===== config.mk =====
export PLATFORM = sky130hd
export DESIGN_NAME = korean_number_word_sequencer
export DESIGN_NICKNAME = d
export VERILOG_FILES = /design/src/rtl/knws_pkg.sv /design/src/rtl/knws_front.sv /design/src/rtl/knws_fifo.sv /design/src/rtl/knws_back.sv /design/src/rtl/korean_number_word_sequencer.sv
export SDC_FILE = /design/constraint.sdc
export NUM_CORES = 1
export LEC_CHECK = 0
export BUFFER_PORTS_ARGS = -buffer_cell sky130_fd_sc_hd__buf_2
export CAP_MARGIN = 20
export CORE_ASPECT_RATIO = 1.5
export CORE_MARGIN = 1
export CORE_UTILIZATION = 40
export DETAILED_ROUTE_END_ITERATION = 8
export MAX_ROUTING_LAYER = met4
export SYNTH_ARGS = -nofsm -noshare
export SYNTH_HDL_FRONTEND = slang
export SYNTH_HIERARCHICAL = 1
export SYNTH_SLANG_ARGS = --single-unit

===== constraint.sdc =====
create_clock -name clk_i -period 9.1 [get_ports clk_i]
set_input_delay 2.73 -clock clk_i [delete_from_list [all_inputs] [get_ports clk_i]]
set_output_delay 2.73 -clock clk_i [all_outputs]
set_load 0.005 [all_outputs]

===== src/rtl/knws_pkg.sv =====
// Package for the Korean number word sequencer: token codes, slot codes,
// queue entry type and the slot-to-token lookup. No dependencies.
`timescale 1ns / 1ps

package knws_pkg;

  localparam int unsigned CountW    = 17;
  localparam int unsigned TokW      = 4;
  localparam int unsigned DigW      = 4;
  localparam int unsigned NumDigits = 5;
  localparam int unsigned NumSlots  = 11;
  localparam int unsigned SlotW     = 4;

  localparam logic [CountW-1:0] MaxCount = CountW'(99999);

  // Divide by ten: multiply by reciprocal, shift, then one correction step
  localparam int unsigned RecipTen   = 6553;
  localparam int unsigned RecipShift = 16;
  localparam int unsigned ProdW      = 30;
  localparam int unsigned QuotW      = ProdW - RecipShift;

  localparam logic [DigW-1:0] DigTen = DigW'(10);

  localparam int unsigned QueueDepthDef = 2;

  // Token codes
  localparam logic [TokW-1:0] TokNoun     = TokW'(0);
  localparam logic [TokW-1:0] TokTen      = TokW'(10);
  localparam logic [TokW-1:0] TokHundred  = TokW'(11);
  localparam logic [TokW-1:0] TokThousand = TokW'(12);
  localparam logic [TokW-1:0] TokTenThou  = TokW'(13);
  localparam logic [TokW-1:0] TokSuffix   = TokW'(14);

  // Slot codes: position of each possible token in the spoken sequence
  localparam logic [SlotW-1:0] SlotNoun     = SlotW'(0);
  localparam logic [SlotW-1:0] SlotDig4     = SlotW'(1);
  localparam logic [SlotW-1:0] SlotTenThou  = SlotW'(2);
  localparam logic [SlotW-1:0] SlotDig3     = SlotW'(3);
  localparam logic [SlotW-1:0] SlotThousand = SlotW'(4);
  localparam logic [SlotW-1:0] SlotDig2     = SlotW'(5);
  localparam logic [SlotW-1:0] SlotHundred  = SlotW'(6);
  localparam logic [SlotW-1:0] SlotDig1     = SlotW'(7);
  localparam logic [SlotW-1:0] SlotTen      = SlotW'(8);
  localparam logic [SlotW-1:0] SlotDig0     = SlotW'(9);
  localparam logic [SlotW-1:0] SlotSuffix   = SlotW'(10);

  // Digit 0 is the ones place, digit 4 the ten-thousands place
  typedef logic [NumDigits-1:0][DigW-1:0] digit_vec_t;

  typedef struct packed {
    logic [NumSlots-1:0] mask;    // one bit per slot that is spoken
    digit_vec_t          digits;
  } entry_t;

  function automatic logic [TokW-1:0] slot_token(input logic [SlotW-1:0] slot,
                                                 input digit_vec_t        digits);
    logic [TokW-1:0] tok;
    tok = TokSuffix;
    case (slot)
      SlotNoun:     tok = TokNoun;
      SlotDig4:     tok = digits[4];
      SlotTenThou:  tok = TokTenThou;
      SlotDig3:     tok = digits[3];
      SlotThousand: tok = TokThousand;
      SlotDig2:     tok = digits[2];
      SlotHundred:  tok = TokHundred;
      SlotDig1:     tok = digits[1];
      SlotTen:      tok = TokTen;
      SlotDig0:     tok = digits[0];
      default:      tok = TokSuffix;
    endcase
    return tok;
  endfunction

endpackage


===== src/rtl/knws_front.sv =====
// Front end: accepts a count, saturates it, splits it into decimal digits
// one per cycle and builds the spoken-slot mask. Uses knws_pkg.
`timescale 1ns / 1ps

module knws_front (
  input  logic                    clk_i,
  input  logic                    rst_ni,
  input  logic                    in_valid_i,
  output logic                    in_ready_o,
  input  logic [knws_pkg::CountW-1:0] count_i,
  output logic                    push_valid_o,
  input  logic                    push_ready_i,
  output knws_pkg::entry_t        push_data_o
);
  import knws_pkg::*;

  localparam logic [2:0] LastStep = 3'(NumDigits - 1);

  logic              busy_q, busy_d;
  logic              full_q, full_d;
  logic [2:0]        step_q, step_d;
  logic [CountW-1:0] val_q, val_d;
  digit_vec_t        dig_q, dig_d;

  logic              accept, push;
  logic [ProdW-1:0]  prod;
  logic [QuotW-1:0]  quot;
  logic [CountW-1:0] quot_x10, rem;
  logic              fix;
  logic [DigW-1:0]   digit;
  logic [CountW-1:0] quot_fixed;
  logic [CountW-1:0] sat;

  // Reciprocal estimate is exact or one low; one compare corrects it
  assign prod       = ProdW'(val_q) * ProdW'(RecipTen);
  assign quot       = prod[ProdW-1:RecipShift];
  assign quot_x10   = CountW'({quot, 3'b000}) + CountW'({quot, 1'b0});
  assign rem        = val_q - quot_x10;
  assign fix        = rem[DigW:0] >= {1'b0, DigTen};
  assign digit      = fix ? DigW'(rem[DigW:0] - {1'b0, DigTen}) : rem[DigW-1:0];
  assign quot_fixed = CountW'(quot) + CountW'(fix);

  assign sat = (count_i > MaxCount) ? MaxCount : count_i;

  assign push         = full_q && push_ready_i;
  assign in_ready_o   = !busy_q || push;
  assign accept       = in_valid_i && in_ready_o;
  assign push_valid_o = full_q;

  always_comb begin
    push_data_o.digits = dig_q;
    push_data_o.mask   = '0;
    push_data_o.mask[SlotNoun]     = 1'b1;
    push_data_o.mask[SlotDig4]     = dig_q[4] > DigW'(1);
    push_data_o.mask[SlotTenThou]  = dig_q[4] != '0;
    push_data_o.mask[SlotDig3]     = dig_q[3] > DigW'(1);
    push_data_o.mask[SlotThousand] = dig_q[3] != '0;
    push_data_o.mask[SlotDig2]     = dig_q[2] > DigW'(1);
    push_data_o.mask[SlotHundred]  = dig_q[2] != '0;
    push_data_o.mask[SlotDig1]     = dig_q[1] > DigW'(1);
    push_data_o.mask[SlotTen]      = dig_q[1] != '0;
    push_data_o.mask[SlotDig0]     = dig_q[0] != '0;
    push_data_o.mask[SlotSuffix]   = 1'b1;
  end

  always_comb begin
    busy_d = busy_q;
    full_d = full_q;
    step_d = step_q;
    val_d  = val_q;
    dig_d  = dig_q;
    if (push) begin
      busy_d = 1'b0;
      full_d = 1'b0;
    end
    if (accept) begin
      busy_d = 1'b1;
      full_d = 1'b0;
      step_d = '0;
      val_d  = sat;
    end else if (busy_q && !full_q) begin
      dig_d[step_q] = digit;
      val_d         = quot_fixed;
      if (step_q == LastStep) begin
        full_d = 1'b1;
      end else begin
        step_d = step_q + 3'd1;
      end
    end
  end

  always_ff @(posedge clk_i or negedge rst_ni) begin
    if (!rst_ni) begin
      busy_q <= 1'b0;
      full_q <= 1'b0;
      step_q <= '0;
    end else begin
      busy_q <= busy_d;
      full_q <= full_d;
      step_q <= step_d;
    end
  end

  always_ff @(posedge clk_i) begin
    val_q <= val_d;
    dig_q <= dig_d;
  end

endmodule


===== src/rtl/knws_fifo.sv =====
// Short queue of classified entries between front and back end.
// Uses knws_pkg for the entry type.
`timescale 1ns / 1ps

module knws_fifo #(
  parameter int unsigned Depth = knws_pkg::QueueDepthDef
) (
  input  logic             clk_i,
  input  logic             rst_ni,
  input  logic             wr_valid_i,
  output logic             wr_ready_o,
  input  knws_pkg::entry_t wr_data_i,
  output logic             rd_valid_o,
  input  logic             rd_ready_i,
  output knws_pkg::entry_t rd_data_o
);
  import knws_pkg::*;

  localparam int unsigned PtrW = (Depth > 1) ? $clog2(Depth) : 1;
  localparam int unsigned CntW = $clog2(Depth + 1);

  entry_t          store_q [Depth];
  logic [PtrW-1:0] wr_ptr_q, rd_ptr_q;
  logic [CntW-1:0] cnt_q;
  logic            wr, rd;

  assign wr_ready_o = cnt_q != CntW'(Depth);
  assign rd_valid_o = cnt_q != '0;
  assign rd_data_o  = store_q[rd_ptr_q];
  assign wr         = wr_valid_i && wr_ready_o;
  assign rd         = rd_valid_o && rd_ready_i;

  always_ff @(posedge clk_i or negedge rst_ni) begin
    if (!rst_ni) begin
      wr_ptr_q <= '0;
      rd_ptr_q <= '0;
      cnt_q    <= '0;
    end else begin
      if (wr) begin
        wr_ptr_q <= (wr_ptr_q == PtrW'(Depth - 1)) ? '0 : wr_ptr_q + PtrW'(1);
      end
      if (rd) begin
        rd_ptr_q <= (rd_ptr_q == PtrW'(Depth - 1)) ? '0 : rd_ptr_q + PtrW'(1);
      end
      if (wr && !rd) begin
        cnt_q <= cnt_q + CntW'(1);
      end else if (rd && !wr) begin
        cnt_q <= cnt_q - CntW'(1);
      end
    end
  end

  always_ff @(posedge clk_i) begin
    if (wr) begin
      store_q[wr_ptr_q] <= wr_data_i;
    end
  end

endmodule


===== src/rtl/knws_back.sv =====
// Back end: walks the slot mask of one entry and emits one word token per
// beat through an output register. Uses knws_pkg.
`timescale 1ns / 1ps

module knws_back (
  input  logic                      clk_i,
  input  logic                      rst_ni,
  input  logic                      entry_valid_i,
  output logic                      entry_ready_o,
  input  knws_pkg::entry_t          entry_i,
  output logic                      out_valid_o,
  input  logic                      out_ready_i,
  output logic [knws_pkg::TokW-1:0] out_token_o,
  output logic                      out_last_o
);
  import knws_pkg::*;

  logic                active_q;
  entry_t              cur_q;
  logic                out_valid_q;
  logic [TokW-1:0]     out_tok_q;
  logic                out_last_q;

  logic                out_free, emit, last_emit, pop;
  logic [SlotW-1:0]    slot;

  // Lowest pending slot is the next word to say
  always_comb begin
    slot = SlotSuffix;
    for (int i = NumSlots - 1; i >= 0; i--) begin
      if (cur_q.mask[i]) begin
        slot = SlotW'(i);
      end
    end
  end

  assign out_free      = !out_valid_q || out_ready_i;
  assign emit          = active_q && out_free;
  assign last_emit     = emit && (slot == SlotSuffix);
  assign pop           = entry_valid_i && (!active_q || last_emit);
  assign entry_ready_o = !active_q || last_emit;

  always_ff @(posedge clk_i or negedge rst_ni) begin
    if (!rst_ni) begin
      active_q    <= 1'b0;
      out_valid_q <= 1'b0;
    end else begin
      if (pop) begin
        active_q <= 1'b1;
      end else if (last_emit) begin
        active_q <= 1'b0;
      end
      if (emit) begin
        out_valid_q <= 1'b1;
      end else if (out_ready_i) begin
        out_valid_q <= 1'b0;
      end
    end
  end

  always_ff @(posedge clk_i) begin
    if (pop) begin
      cur_q <= entry_i;
    end else if (emit) begin
      cur_q.mask <= cur_q.mask & ~(NumSlots'(1) << slot);
    end
    if (emit) begin
      out_tok_q  <= slot_token(slot, cur_q.digits);
      out_last_q <= slot == SlotSuffix;
    end
  end

  assign out_valid_o = out_valid_q;
  assign out_token_o = out_tok_q;
  assign out_last_o  = out_last_q;

endmodule


===== src/rtl/korean_number_word_sequencer.sv =====
// Korean number word sequencer, top level. Needs knws_pkg, knws_front, knws_fifo, knws_back.
// Path: an accepted count is split into digits, queued, then sent via the output register.
// Throughput: one word beat per cycle while the sink is ready; a count takes 2 to 11 beats,
// and the front end (one digit per cycle) takes no new count until it pushes the last one.
// Reset: rst_ni clears all handshake and sequencing state at once; no clearing pass.
`timescale 1ns / 1ps

module korean_number_word_sequencer #(
  parameter int unsigned QueueDepth = knws_pkg::QueueDepthDef
) (
  input  logic        clk_i,
  input  logic        rst_ni,
  // Count input
  input  logic        s_axis_tvalid_i,
  output logic        s_axis_tready_o,
  input  logic [23:0] s_axis_tdata_i,   // [16:0] count_value, rest zero
  // Word output
  output logic        m_axis_tvalid_o,
  input  logic        m_axis_tready_i,
  output logic [7:0]  m_axis_tdata_o,   // [3:0] word_token, rest zero
  output logic        m_axis_tlast_o    // last_word
);
  import knws_pkg::*;

  entry_t          fe_data, q_data;
  logic            fe_valid, fe_ready;
  logic            q_valid, q_ready;
  logic [TokW-1:0] token;

  // Front end: hold the count, split it into digits and decide which slots are spoken
  knws_front u_front (
    .clk_i        (clk_i),
    .rst_ni       (rst_ni),
    .in_valid_i   (s_axis_tvalid_i),
    .in_ready_o   (s_axis_tready_o),
    .count_i      (s_axis_tdata_i[CountW-1:0]),
    .push_valid_o (fe_valid),
    .push_ready_i (fe_ready),
    .push_data_o  (fe_data)
  );

  // Decouple the digit splitter from the word emitter so each can stall alone
  knws_fifo #(
    .Depth (QueueDepth)
  ) u_fifo (
    .clk_i      (clk_i),
    .rst_ni     (rst_ni),
    .wr_valid_i (fe_valid),
    .wr_ready_o (fe_ready),
    .wr_data_i  (fe_data),
    .rd_valid_o (q_valid),
    .rd_ready_i (q_ready),
    .rd_data_o  (q_data)
  );

  // Back end: advance through the spoken slots, one beat each; the next entry
  // is taken in the same cycle as the closing suffix beat
  knws_back u_back (
    .clk_i         (clk_i),
    .rst_ni        (rst_ni),
    .entry_valid_i (q_valid),
    .entry_ready_o (q_ready),
    .entry_i       (q_data),
    .out_valid_o   (m_axis_tvalid_o),
    .out_ready_i   (m_axis_tready_i),
    .out_token_o   (token),
    .out_last_o    (m_axis_tlast_o)
  );

  assign m_axis_tdata_o = {(8 - TokW)'(0), token};

endmodule

==> summary.txt <==
Run status
  – Status: completed

CTS
  – Clk slew on worst S/H paths: 60 ps
  – Worst-skew pair later-pin latency: 420 ps
  – H-tree Lvls: 4
  – TritonCTS Sinks: 143
  – CTS tree: done
  – CTS Root Cell: clkbuf_16
  – Largest buffer count on any clock path: 2
  – Number of CTS-inserted buffers: 17
  – Hold buffers post-CTS: 0

Drt
  – DR iter-0 viols: 273
  – DRC Markers: 0
  – Antenna viol nets, final: 0
  – DRT Pass-1 Iters: 4
  – Vias: 6,496
  – Routed wire length per instance: 16.3 um
  – Vias per Instance: 5.07
  – Total Wirelength: 20,900 um

Timing
  – Max_slew headroom: 0.350
  – Setup tns final: 0 ps
  – Clock skew: 13.9 ps
  – Finish-stage setup viols: 0
  – Fmax: 116 MHz
  – Least-Margin Pin Slew: 974 ps
  – Fin. max-slew vios: 0
  – Final Cycle Share: 0.946
  – Final Hold Viols: 0
  – Final min period: 8600 ps
  – RSZ-0062 raised after global routing: no

Setup path
  – R2R Setup Slk: 500 ps
  – Worst Path Arrival: 8750 ps
  – Setup Crit Path Kind: reg -> reg
  – Startpoint Class: flip-flop
  – Crit path max fanout: 5
  – Worst stage delay on the critical path: 560 ps
  – Crit end category: flip-flop
  – Worst Path Buf+Inv: 5
  – Top delay family on crit path: adder cells
  – CP max stage cell: fa_1
  – Critical Path RT: 9250 ps

Min path
  – Hold Path Class: reg -> reg

Finish
  – Commonest non-fill, non-tap cell in the layout: inv_1
  – Multi-input gate area: 5600 um^2
  – Fillers: 2,364
  – Area Overhead vs Synth: 9.78%
  – Final Util: 0.449
  – Commonest non-fill, non-tap cells in the layout: inv_1 (145), edfxtp_1 (132), ha_1 (117), fa_1 (62), nand2_1 (52)
  – N_diodes: 0
  – Share of post-route cells with drive strength above 1: 0.143
  – Reg area: 4240 um^2
  – Final net count: 1,142

Global routing
  – Overall routing resource usage: 0.172
  – First-pass GRT wire length: 34,500 um
  – Vias in the first global route: 6,851
  – Initial antenna violation count: 0
  – Pin count of the biggest net entering global routing: 41
  – Grt total ovfl: 0

Run
  – Max_cap viols: 0

Placed design
  – Port Buffer Count: 27
  – HPWL Detailed: 16,700 um
  – Final Wtd Congestion: 0.887

Floorplan
  – I/O pins: 39
  – Rows: 72
  – Die area: 27,100 um^2
  – Die Wd: 135 um
  – Core ar.: 25,900 um^2
  – Die H: 201 um
  – Starting Density: 0.409

Synthesis
  – Synth warn: 6
  – Syn Inst Count: 904
  – Avg Inst Size Synth: 11.7 um^2
  – Mapped Area: 10,600 um^2
stage by stage:
stage / cell area (um^2) / setup WS, ps / hold WS (ps) / cells
floorplan: 10600 / 1140 / 436 / 907
finish: 11600 / 495 / 461 / 1281
global placement: 11000 / 317 / 443 / 1247
detailed placement: 11000 / 274 / 452 / 1247
global route: 11600 / 1.43 / 478 / 1281
CTS: 11600 / 210 / 468 / 1279
final cells by class:
type                       instances  share of cell area
clock buffer                      18              0.0379
clock inverter                    14              0.0126
inverter                         146              0.0472
multi-input combinational        590               0.483
sequential                       143               0.365
tap                              333              0.0359
timing repair buffer              37              0.0181
path summary, 6_finish.rpt:
| path | to | startpoint | depth (start not counted) |
|---|---|---|---|
| min reg2reg | u_fifo/store_q[0][4] | u_front/push_data_o[4] | 0 |
| min | u_fifo/store_q[0][4] | u_front/push_data_o[4] | 0 |
| max | u_front/val_q[13] | u_front/val_q[2] | 31 |
| max reg2reg | u_front/val_q[13] | u_front/val_q[2] | 31 |
| max in group asynchronous | u_fifo/rd_ptr_q | rst_ni | 1 |
| min in group asynchronous | u_fifo/cnt_q[0] | rst_ni | 1 |
per-layer routing:
layer  part of all wire  track usage
met3              0.016       0.0250
met2               0.57        0.324
met5                  0            -
met1               0.39        0.179
met4              0.023       0.0550
timing repair:
action / CTS / global route
buffers inserted: 0 / 2
setup endpoints to repair: 0 / 6
resized for setup: 0 / 2
worst register-to-register path, delay by kind of cell (launching register included):
kind                       cells  cell delay [ps]
and+or+nand+nor                7             1900
buffers and inverters          5              280
DFF                            1              510
AOI/OAI and AO/OA              6             1150
adders and majority gates      9             3820
xor gates and xnor gates       4              680
sequential cells by signal (all words and copies together) (netlist names):
| signal | count |
|---|---|
| u_back/out_token_o | 4 |
| u_fifo/store_q | 60 |
| u_back/out_last_o | 1 |
| u_fifo/rd_ptr_q | 1 |
| u_front/step_q | 3 |
| u_fifo/wr_ptr_q | 1 |
| u_front/busy_q | 1 |
| u_back/out_valid_o | 1 |
| u_back/cur_q | 30 |
| u_front/push_valid_o | 1 |
| u_fifo/cnt_q | 2 |
| u_back/active_q | 1 |
| u_front/val_q | 17 |
| u_front/push_data_o | 20 |
Power is not shown: default switching activity piles up to over one toggle a cycle in this logic, so the estimate is an artifact.
